## config.mk

```make
export PLATFORM = sky130hd
export DESIGN_NAME = wmdu_front
export DESIGN_NICKNAME = d
export VERILOG_FILES = /design/src/rtl/wmdu_pkg.sv /design/src/rtl/wmdu_front.sv
export SDC_FILE = /design/constraint.sdc
export NUM_CORES = 1
export LEC_CHECK = 0
export BUFFER_PORTS_ARGS = -buffer_cell sky130_fd_sc_hd__buf_2
export CAP_MARGIN = 10
export CORE_ASPECT_RATIO = 1.5
export CORE_MARGIN = 2
export CORE_UTILIZATION = 38
export CTS_CLUSTER_SIZE = 14
export DETAILED_ROUTE_END_ITERATION = 8
export PLACE_DENSITY = 0.85
export RECOVER_POWER = 25
export REMOVE_ABC_BUFFERS = 1
export SYNTH_ARGS = -nofsm -noshare
export SYNTH_HDL_FRONTEND = slang
export SYNTH_SLANG_ARGS = --single-unit
```

## constraint.sdc

```tcl
create_clock -name clk -period 2.5 [get_ports clk]
set_input_delay 0.5 -clock clk [delete_from_list [all_inputs] [get_ports clk]]
set_output_delay 0.5 -clock clk [all_outputs]
set_load 0.03 [all_outputs]
```

## src/rtl/wmdu_pkg.sv

```systemverilog
// Shared types, codes and constants of the multiply and divide unit.
package wmdu_pkg;
    localparam int WORD_W = 16;
    localparam int OP_W = 3;
    localparam int QUEUE_DEPTH = 4;
    localparam int DIV_STAGES = 32;

    localparam logic [OP_W-1:0] OP_MULU = 3'd0;
    localparam logic [OP_W-1:0] OP_MULS = 3'd1;
    localparam logic [OP_W-1:0] OP_DIVU = 3'd2;
    localparam logic [OP_W-1:0] OP_DIVS = 3'd3;
    localparam logic [OP_W-1:0] OP_MULT = 3'd4;

    localparam logic [31:0] MIN_DIVIDEND = 32'h8000_0000;

    // classified item handed from front to back
    typedef struct packed {
        logic                is_mul;
        logic                is_div;
        logic                signed_op;
        logic                trunc;
        logic [WORD_W-1:0]   a;
        logic [WORD_W-1:0]   b;
        logic [2*WORD_W-1:0] dividend;
    } work_t;

    typedef struct packed {
        logic [WORD_W-1:0] result_low;
        logic [WORD_W-1:0] result_high;
        logic divide_error;
        logic flags_written;
        logic carry_flag;
        logic overflow_flag;
        logic sign_flag;
        logic zero_flag;
        logic parity_flag;
        logic aux_flag;
    } result_t;
endpackage

```

## src/rtl/wmdu_front.sv

```systemverilog
// Front end: decode the operation and capture operands into a work item.
module wmdu_front (
    input  logic                           clk,
    input  logic                           rst_n,
    input  logic                           in_valid,
    output logic                           in_ready,
    input  logic [wmdu_pkg::OP_W-1:0]      operation,
    input  logic [wmdu_pkg::WORD_W-1:0]    acc_low,
    input  logic [wmdu_pkg::WORD_W-1:0]    acc_high,
    input  logic [wmdu_pkg::WORD_W-1:0]    source_value,
    input  logic [wmdu_pkg::WORD_W-1:0]    factor_value,
    output logic                           out_valid,
    input  logic                           out_ready,
    output wmdu_pkg::work_t                out_work
);
    import wmdu_pkg::*;

    logic  valid_reg;
    work_t work_reg;
    work_t work_next;

    assign in_ready  = !valid_reg || out_ready;
    assign out_valid = valid_reg;
    assign out_work  = work_reg;

    always_comb
    begin
        work_next = '0;
        work_next.dividend = {acc_high, acc_low};
        work_next.a = acc_low;
        work_next.b = source_value;
        case (operation)
            OP_MULU: work_next.is_mul = 1'b1;
            OP_MULS:
            begin
                work_next.is_mul = 1'b1;
                work_next.signed_op = 1'b1;
            end
            OP_MULT:
            begin
                work_next.is_mul = 1'b1;
                work_next.signed_op = 1'b1;
                work_next.trunc = 1'b1;
                work_next.a = factor_value;
            end
            OP_DIVU: work_next.is_div = 1'b1;
            OP_DIVS:
            begin
                work_next.is_div = 1'b1;
                work_next.signed_op = 1'b1;
            end
            default: work_next.is_mul = 1'b0;
        endcase
    end

    always_ff @(posedge clk or negedge rst_n)
    begin
        if (!rst_n)
        begin
            valid_reg <= 1'b0;
        end
        else if (in_ready)
        begin
            valid_reg <= in_valid;
        end
    end

    always_ff @(posedge clk)
    begin
        if (in_ready && in_valid)
        begin
            work_reg <= work_next;
        end
    end
endmodule

```

==> flow_summary.json <==
{
  "synth_top_cell_area_share_pct": 86.3,
  "area_delta_synth_final_pct": 42.6,
  "track_usage_pct": 14.2,
  "dieWidth_um": 68.4,
  "avgSynthCellArea_um2": 24.9,
  "drt-wirelength-per-cell_um": 14.7,
  "syn_area_um2": 2370,
  "synth_compound_area_share_pct": 0.582,
  "p_leak_nw": 1.41,
  "grt_pass1_wl_um": 6740,
  "ys.flop_type": "edfxtp_1",
  "critPathKind": "primary input to flop",
  "clock_skew_ns": 0.00925,
  "portBuffers": 140,
  "drv_cap": 0,
  "synth_warnings": 0,
  "htreeDepth": 3,
  "ios": 141,
  "met1_length_um": 1690,
  "cp-end-kind": "flop",
  "hold_viol": 0,
  "globalplace.congestion": 0.684,
  "layout.area.seq_um2": 2070,
  "synth.distinct_cells": 13,
  "via_per_inst": 4.55,
  "yosysMostFrequentCell": "edfxtp_1",
  "muxShareOfSynthArea_pct": 8.88,
  "drive_above_1_share_pct": 65.1,
  "met2RoutedLength_um": 2390,
  "cts_setup_buffers": 0,
  "die_area_um2": 6890,
  "yosys-top-cells-area": "edfxtp_1 (86%), mux2_4 (5.1%), mux2_2 (3.8%)",
  "clkLatencyLatePin_ns": 0.34,
  "setup_violations": 0,
  "synth-seq-cells": 69,
  "cts_tree": "built",
  "r2r_cells": 3,
  "critPathArrivalTime_ns": 1.59,
  "ant_nets": 0,
  "tightest_slew_ns": 0.332,
  "top_layer": "met4",
  "yosys.area.top_type": "edfxtp_1",
  "critPathMaxFanout": 16,
  "rsz0062_at_grt": "false",
  "cp_cell_sequence": "clkbuf_1 -> nor3b_4 -> buf_4 -> mux2_2",
  "synth_xor_xnor_area_share_pct": 0,
  "wl_met3_um": 578,
  "status": "finished, final reports clean",
  "cts-buffers-inserted": 9,
  "synth-simple-area-share_pct": 1.69,
  "synth_edf_count": 68,
  "cts.sinks": 69,
  "pre_cts_slack_ns": 0.669,
  "slew_violations": 0,
  "peakVddDrop_v": 0.000477,
  "nNetsFinal": 318,
  "worstHoldPathCells": 1,
  "vias": 1483,
  "crit_slowest_cell": "mux2_2",
  "routed_wl_um": 4780,
  "synth_top_family_by_area": "multiplexers",
  "grt_max_degree": 65,
  "post_cts_resized": 0,
  "ff2ff_setup_slack_ns": 1.11,
  "r2r_end": "out_work[2]$_DFFE_PP_",
  "die_y_um": 101,
  "rows": 35,
  "synth_common_cells": "edfxtp_1 (68), mux2_2 (8), mux2_4 (8), nand2b_1 (2)",
  "whs_ns": 0.331,
  "coreArea_um2": 6090,
  "fin_crit_ns": 1.51,
  "relSlewSlack_pct": 77.9,
  "multiInputGateArea_um2": 272,
  "synthAdderAreaFrac_pct": 0,
  "overflow": 0,
  "clock.fmax_mhz": 661,
  "grt_pass1_vias": 1522,
  "min_path_type": "primary input to flop",
  "fillCellCount": 512,
  "drtIter0Drc": 86,
  "root_buffer": "clkbuf_8",
  "ys_seq_area_share_pct": 87.4,
  "cp-start-kind": "primary input",
  "timing.final.ws_setup_ns": 0.987,
  "worstHoldStart": "acc_high[15]",
  "dr.pass1.iters": 4,
  "diodes": 0,
  "netlist_instances": 95,
  "drcViolationCount": 0,
  "clk_pin_slew_ns": 0.08,
  "ys_async_sr_fraction_pct": 1.45,
  "initial_core_util_pct": 38.9,
  "holdPathEnd": "out_work[31]$_DFFE_PP_",
  "critPathRequiredTime_ns": 2.58,
  "cts_buffer_depth": 2,
  "fin_crit_sh_pct": 60.5,
  "powerDensity_nw_per_um2": 783,
  "critPathMaxStageDelay_ns": 0.38,
  "antenna_found_initial": 0,
  "r2r-start": "out_valid$_DFFE_PN0P_"
}
-- layer usage --
metal	vias up	global-route usage [%]
met5	-	0
met4	0	10.3
met3	11	5.81
met2	98	22.3
met1	693	14.9
li1	681	-
-- critical path, delay by kind of cell --
family	cells	cell delay, ns
buf+inv	2	0.45
mux	1	0.38
simple gates	1	0.27
-- area by class of cell --
type                            instances  share of cell area, %
Timing Repair Buffer                  143                   21.4
Inverter                                1                  0.111
Tap cell                               74                   2.74
Clock buffer                           10                   3.78
Clock inverter                          6                   2.60
Multi-Input combinational cell         23                   8.05
Sequential cell                        69                   61.3
-- through the flow --
stage	cell area [um^2]	util [%]	std cells	TNS [ns]	power [mW]
5_1_grt	3370	55.4	326	0	2.75
4_1_cts	3390	55.7	326	0	2.68
3_5_place_dp	3160	52.0	309	0	1.72
2_1_floorplan	2330	-	93	-28.07	1.58
6_report	3370	55.4	326	0	2.64
3_3_place_gp	3160	52.0	309	0	1.71
-- worst max path at each step --
stage	start	to	slack [ns]	depth (start not counted)
3_5_place_dp	operation[1]	out_work[49]$_DFFE_PP_	0.67	4
4_1_cts	out_valid$_DFFE_PN0P_	in_ready	0.96	2
6_report	operation[2]	out_work[49]$_DFFE_PP_	0.99	4
2_1_floorplan	out_ready	out_work[0]$_DFFE_PP_	-0.41	2
5_1_grt	out_valid$_DFFE_PN0P_	in_ready	0.91	2
3_3_place_gp	operation[1]	out_work[55]$_DFFE_PP_	0.72	4
-- cell usage in the layout, fill, tap and decap left out --
master	Yosys	final
buf_4	0	1
a21oi_1	1	1
inv_1	1	1
nand2b_1	2	2
mux2_2	8	8
clkinv_1	0	1
buf_12	1	1
and2_2	0	1
clkinv_4	0	1
edfxtp_1	68	68
dfrtp_1	1	1
and2b_2	1	1
clkbuf_8	0	9
dlygate4sd3_1	0	1
buf_2	0	128
mux2_4	8	8
a21o_2	1	1
clkbuf_1	0	13
nor3b_4	0	1
clkinvlp_4	0	2
bufinv_16	0	2
-- power by group --
| group | internal [mW] | total, mW | switching [mW] | leakage, nW |
|---|---|---|---|---|
| Clock | 0.560 | 0.956 | 0.396 | 0.100 |
| Combinational | 0.109 | 0.321 | 0.212 | 0.655 |
| Sequential | 1.35 | 1.36 | 0.0141 | 0.659 |
| Total | 2.02 | 2.64 | 0.622 | 1.41 |
-- kinds of logic after synthesis --
group | Yosys count
buf+inv | 3
mux | 16
compound gates | 2
flops | 69
simple gates | 5
-- state kept, by name, summed over array words and instances (netlist names) --
register	count
out_valid	1
out_work	68
-- timing repair --
action,CTS,global route
endpoints found under the setup margin,0,0
hold endpoints to repair,1,0
hold buffers,1,0
Note: power is estimated with default switching activity, not from simulation.
