## config.mk

```make
export PLATFORM = sky130hd
export DESIGN_NAME = wmdu_queue
export DESIGN_NICKNAME = d
export VERILOG_FILES = /design/src/rtl/wmdu_pkg.sv /design/src/rtl/wmdu_ram.sv /design/src/rtl/wmdu_queue.sv
export SDC_FILE = /design/constraint.sdc
export NUM_CORES = 2
export LEC_CHECK = 0
export BUFFER_PORTS_ARGS = -buffer_cell sky130_fd_sc_hd__buf_4
export CAP_MARGIN = 20
export CORE_UTILIZATION = 44
export CTS_CLUSTER_DIAMETER = 100
export DETAILED_ROUTE_END_ITERATION = 7
export GPL_ROUTABILITY_DRIVEN = 0
export GPL_TIMING_DRIVEN = 0
export PLACE_DENSITY = 0.6
export SETUP_SLACK_MARGIN = 0.3
export SYNTH_ARGS = -nofsm -noshare
export SYNTH_HDL_FRONTEND = slang
export SYNTH_HIERARCHICAL = 1
export SYNTH_SLANG_ARGS = --single-unit
```

## constraint.sdc

```tcl
create_clock -name clk -period 4.7 [get_ports clk]
set_input_delay 0.47 -clock clk [delete_from_list [all_inputs] [get_ports clk]]
set_output_delay 0.47 -clock clk [all_outputs]
set_load 0.005 [all_outputs]
```

## src/rtl/wmdu_pkg.sv

```systemverilog
// Shared types, codes and constants of the multiply and divide unit.
package wmdu_pkg;
    localparam int WORD_W = 16;
    localparam int OP_W = 3;
    localparam int QUEUE_DEPTH = 4;
    localparam int DIV_STAGES = 32;

    localparam logic [OP_W-1:0] OP_MULU = 3'd0;
    localparam logic [OP_W-1:0] OP_MULS = 3'd1;
    localparam logic [OP_W-1:0] OP_DIVU = 3'd2;
    localparam logic [OP_W-1:0] OP_DIVS = 3'd3;
    localparam logic [OP_W-1:0] OP_MULT = 3'd4;

    localparam logic [31:0] MIN_DIVIDEND = 32'h8000_0000;

    // classified item handed from front to back
    typedef struct packed {
        logic                is_mul;
        logic                is_div;
        logic                signed_op;
        logic                trunc;
        logic [WORD_W-1:0]   a;
        logic [WORD_W-1:0]   b;
        logic [2*WORD_W-1:0] dividend;
    } work_t;

    typedef struct packed {
        logic [WORD_W-1:0] result_low;
        logic [WORD_W-1:0] result_high;
        logic divide_error;
        logic flags_written;
        logic carry_flag;
        logic overflow_flag;
        logic sign_flag;
        logic zero_flag;
        logic parity_flag;
        logic aux_flag;
    } result_t;
endpackage

```

## src/rtl/wmdu_ram.sv

```systemverilog
// Generic single-write, single-read RAM with registered read.
module wmdu_ram #(
    parameter int WIDTH = 8,
    parameter int DEPTH = 4
) (
    input  logic                     clk,
    input  logic                     we,
    input  logic [$clog2(DEPTH)-1:0] waddr,
    input  logic [WIDTH-1:0]         wdata,
    input  logic [$clog2(DEPTH)-1:0] raddr,
    output logic [WIDTH-1:0]         rdata
);
    logic [WIDTH-1:0] mem [DEPTH];

    always_ff @(posedge clk)
    begin
        if (we)
        begin
            mem[waddr] <= wdata;
        end
        rdata <= mem[raddr];
    end
endmodule

```

## src/rtl/wmdu_queue.sv

```systemverilog
// Result queue: RAM-backed FIFO with a registered output word.
module wmdu_queue #(
    parameter int DEPTH = wmdu_pkg::QUEUE_DEPTH + wmdu_pkg::DIV_STAGES + 2
) (
    input  logic              clk,
    input  logic              rst_n,
    input  logic              push,
    input  wmdu_pkg::result_t wdata,
    input  logic              pop,
    output logic              empty,
    output wmdu_pkg::result_t rdata,
    output logic [$clog2(DEPTH+1)-1:0] count
);
    import wmdu_pkg::*;
    localparam int AW = $clog2(DEPTH);
    localparam int W = $bits(result_t);

    logic [AW-1:0] wp_reg, rp_reg, rp_next;
    logic [$clog2(DEPTH+1)-1:0] cnt_reg;
    logic do_pop;
    result_t ram_rdata;
    result_t byp_data_reg;
    logic    byp_reg;

    assign do_pop = pop && (cnt_reg != '0);
    assign empty = (cnt_reg == '0);
    assign count = cnt_reg;
    // read ahead at the head the queue will have after this edge
    assign rp_next = do_pop ? ((rp_reg == AW'(DEPTH-1)) ? '0 : rp_reg + 1'b1) : rp_reg;
    // a word written onto that head is not seen by the read yet: take it from the side
    assign rdata = byp_reg ? byp_data_reg : ram_rdata;

    wmdu_ram #(.WIDTH(W), .DEPTH(DEPTH)) u_ram (
        .clk(clk), .we(push), .waddr(wp_reg), .wdata(wdata),
        .raddr(rp_next), .rdata(ram_rdata)
    );

    always_ff @(posedge clk)
    begin
        if (push)
        begin
            byp_data_reg <= wdata;
        end
    end

    always_ff @(posedge clk or negedge rst_n)
    begin
        if (!rst_n)
        begin
            wp_reg <= '0;
            rp_reg <= '0;
            cnt_reg <= '0;
            byp_reg <= 1'b0;
        end
        else
        begin
            byp_reg <= push && (wp_reg == rp_next);
            if (push)
            begin
                wp_reg <= (wp_reg == AW'(DEPTH-1)) ? '0 : wp_reg + 1'b1;
            end
            rp_reg <= rp_next;
            cnt_reg <= cnt_reg + (push ? 1'b1 : 1'b0) - (do_pop ? 1'b1 : 1'b0);
        end
    end
endmodule

```

==> summary.md <==
| Metric | Value |
|---|---|
| Largest net degree at the start of global routing | 51 |
| I/O Buffers | 90 |
| Die area | about 0.14 mm² |
| Placed cell count | 5376 |
| Layout fillers | between 10000 and 15000 |
| Biggest area consumer among synthesized cells | edfxtp_1 |
| Syn_nets | ~3400 |
| Initial antenna violation count | 4 |
| Area growth, synth to finish | 16.24% |
| GRT overflow | 0 |
| Crit Path Class | reg -> reg |
| Period utilisation layout | 0.9245 |
| DR vias | about 34000 |
| Synth Flop Type | edfxtp_1 |
| FFs w/ async S/R, synth | 0.01174 |
| Sequential share of the synthesized area | 0.7640 |
| Clk_skew | around 0.028 ns |
| Synth Instances | between 3000 and 4000 |
| DRT iter0 DRCs | 3896 |
| Final Hold Fails | 0 |
| CP Max Fanout | 10 |
| P_leak | 0.02494 µW |
| Top post-synthesis cells by area | edfxtp_1, mux2i_1, a22oi_1 |
| Avg Inst Size Synth | around 19 µm² |
| Drt wl/cell | about 31 µm |
| Max IR drop VDD | roughly 0.58 mV |
| Power consumption | about 43000 µW |
| Root Driver | clkbuf_16 |
| DRT Wirelength | around 180000 µm |
| Post-synthesis register bit count | roughly 1600 |
| RSZ-0062 raised after global routing | yes |
| FP Rows | 138 |
| Crit path launch type | flop |
| Total GRT Usage | 0.2444 |
| WHS | 0.09619 ns |
| Max clock buf depth | 3 |
| Detail Route Antenna Nets | 0 |
| Post-DP HPWL | around 120000 µm |
| H-tree levels | 4 |
| Worst Hold Class | in -> async |
| Worst setup margin | around 0.35 ns |
| Initial Utilization | 0.4443 |
| Met2 wire len | between 80000 and 90000 µm |
| First-pass GRT wire length | about 250000 µm |
| DRT met1 WL | between 70000 and 80000 µm |
| Clock Pin Slew Worst Setup and Hold Paths | 0.06 ns |
| Setup violators final | 0 |
| Distinct cells, synth | 55 |
| Worst slack, placed | -0.3356 ns |
| Max layer used | met4 |
| Element type at the critical path end | flop |
| Slew HR | 0.1976 |
| Fmax | ~0.23 GHz |
| Post-CTS setup buffer count | 0 |
| Fin cells | around 5700 |
| Nets | approximately 3700 |
| Slew at the pin closest to its max-slew limit | around 1.2 ns |
| CTS tree | built |
| DR pass1 iterations | 6 |
| Die Ht | roughly 380 µm |
| Synth top area share | 0.7437 |
| Worst-skew pair later-pin latency | about 0.80 ns |
| Largest register FFs | around 1500 |
| Mapped Area | between 0.06 and 0.07 mm² |
| Ports | 91 |
| TritonCTS Buffers | ~160 |
| Status | finished, final reports clean |
| Via/cell ratio | around 6.0 |
| Vias in the first global route | approximately 33000 |
| DRC Markers | 0 |
| Placeable Area | about 0.14 mm² |
| Critical path data arrival time | approximately 5.0 ns |
| Final min period | approximately 4.3 ns |
| Max-cap viol count | 0 |
| Warnings from Yosys | 6 |
| P per Cell Area | 593.2 mW/mm² |
| Post-synth EDFFs | between 1500 and 2000 |
| Fin. max-slew vios | 0 |
| CP required | ~5.3 ns |
| Metal3 WL | 12260 µm |
| Share of cells above drive strength 1 | 0.1948 |
| # clock sinks | around 1600 |
| Die X | about 380 µm |
## cell usage in the layout, fill, tap and decap left out, types with 19 or more instances in the layout
master     Yosys  final
a21oi_1       86     86
clkbuf_1      87    119
dfrtp_1       19     19
mux2i_1      681    681
dfxtp_1       40     40
buf_6         15     28
edfxtp_1    1560   1560
buf_12         0     53
o22ai_1       42     41
mux2_2        41     41
a221oi_2      32     34
a22oi_1      160    160
clkinv_1       0     25
clkbuf_16      0    168
buf_4         30    121
nor2_4         0     37
clkbuf_2       0     33
mux4_2        40     40
nand2_1       53     53
o211ai_1      41     41
o41ai_2       40     39
a22o_1        80     80
a221oi_1      48     46
buf_2         40     42
clkinv_2       0     24
## stage by stage
step / util / TNS, ns / area (µm²)
3_3_place_gp: 0.4658 / -3061.00 / 66030
4_1_cts: 0.5161 / 0 / 73160
2_1_floorplan: - / 0 / 62990
3_5_place_dp: 0.4800 / -5.950 / 68040
5_1_grt: 0.5164 / 0 / 73210
6_report: 0.5165 / 0 / 73220
## area by class of cell
cell class / count / area (µm²) / share of cell area
Antenna cell: 4 / 10.01 / 0.0001367
Buffer: 200 / 1134 / 0.01548
Clock buffer: 239 / 4581 / 0.06256
Multi-Input combinational cell: 1473 / 14040 / 0.1917
Tap cell: 1890 / 2365 / 0.03230
Inverter: 17 / 66.31 / 0.0009057
Clock inverter: 67 / 475.5 / 0.006494
Sequential cell: 1619 / 48120 / 0.6572
Timing Repair Buffer: 179 / 2427 / 0.03315
## repair_timing
action                     4_1_cts  5_1_grt
hold endpoints to repair        19        0
hold buffers                     1        0
setup endpoints to repair       40       34
pin swaps                        0        0
gates resized for setup         24       31
## power by group
part	switching (µW)	internal, µW	total [µW]	leakage (µW)
clock network	5400	7000	12400	0.00247
registers	254	16700	16900	0.0146
logic	9140	4980	14100	0.00783
total	14800	28600	43400	0.0249
## Yosys cell counts (7+ instances only)
cell and count:
edfxtp_1 1560, buf_4 30, dfxtp_1 40, nand2_1 53
o211ai_1 41, ha_1 12, buf_1 18, a21oi_1 86
o41ai_2 40, mux2_2 41, mux2i_1 681, xnor2_1 7
a221oi_2 32, dfrtp_1 19, nand3_1 7, a22oi_1 160
clkbuf_1 87, nor2_1 45, o22ai_1 42, mux4_2 40
a22o_1 80, clkbuf_4 8, a221oi_1 48, buf_6 15
inv_1 16, buf_2 40
## path summary, 6_finish.rpt
| path | startpoint | endpoint | slack (ns) | cells past startpoint |
|---|---|---|---|---|
| min in group clk | wdata[39] | u_ram/mem[37][39] | 0.12 | 1 |
| worst max register to register | count[2] | u_ram/rdata[11] | 0.35 | 16 |
| worst max-delay path | count[2] | u_ram/rdata[11] | 0.35 | 16 |
| worst min-delay path | rst_n | count[1] | 0.1 | 2 |
| worst min register to register | u_ram/mem[36][37] | u_ram/rdata[37] | 0.64 | 4 |
| max in group asynchronous | rst_n | rp_reg[4] | 4.38 | 2 |
## per-layer routing
layer,GRT usage,vias up
li1,-,14260
met1,0.3252,17940
met2,0.4037,1422
met3,0.03855,300
met4,0.09409,0
met5,0,-
## cells by family after synthesis
| kind of cell | synth area share |
|---|---|
| AO/OA/AOI/OAI | 0.07225 |
| XOR/XNOR | 0.001669 |
| adder cells (fa/ha/maj) | 0.002701 |
| buffers and inverters | 0.01818 |
| flip-flops | 0.7640 |
| multiplexers | 0.1299 |
| AND/OR/NAND/NOR | 0.01138 |
## worst max-delay path, cell delays in order (launching register included)
cell and delay [ns]:
dfrtp_1 0.40, inv_1 0.10, ha_1 0.19, nand4bb_4 0.13
inv_4 0.12, nor2_1 0.08, mux2_2 0.31, inv_1 0.21
buf_4 0.28, buf_6 0.19, buf_2 0.47, buf_4 0.50
buf_4 0.33, mux2i_1 0.21, nand2_1 0.07, o211ai_1 0.30
o41ai_4 0.24
No activity file was read; power rests on OpenSTA's default activity.
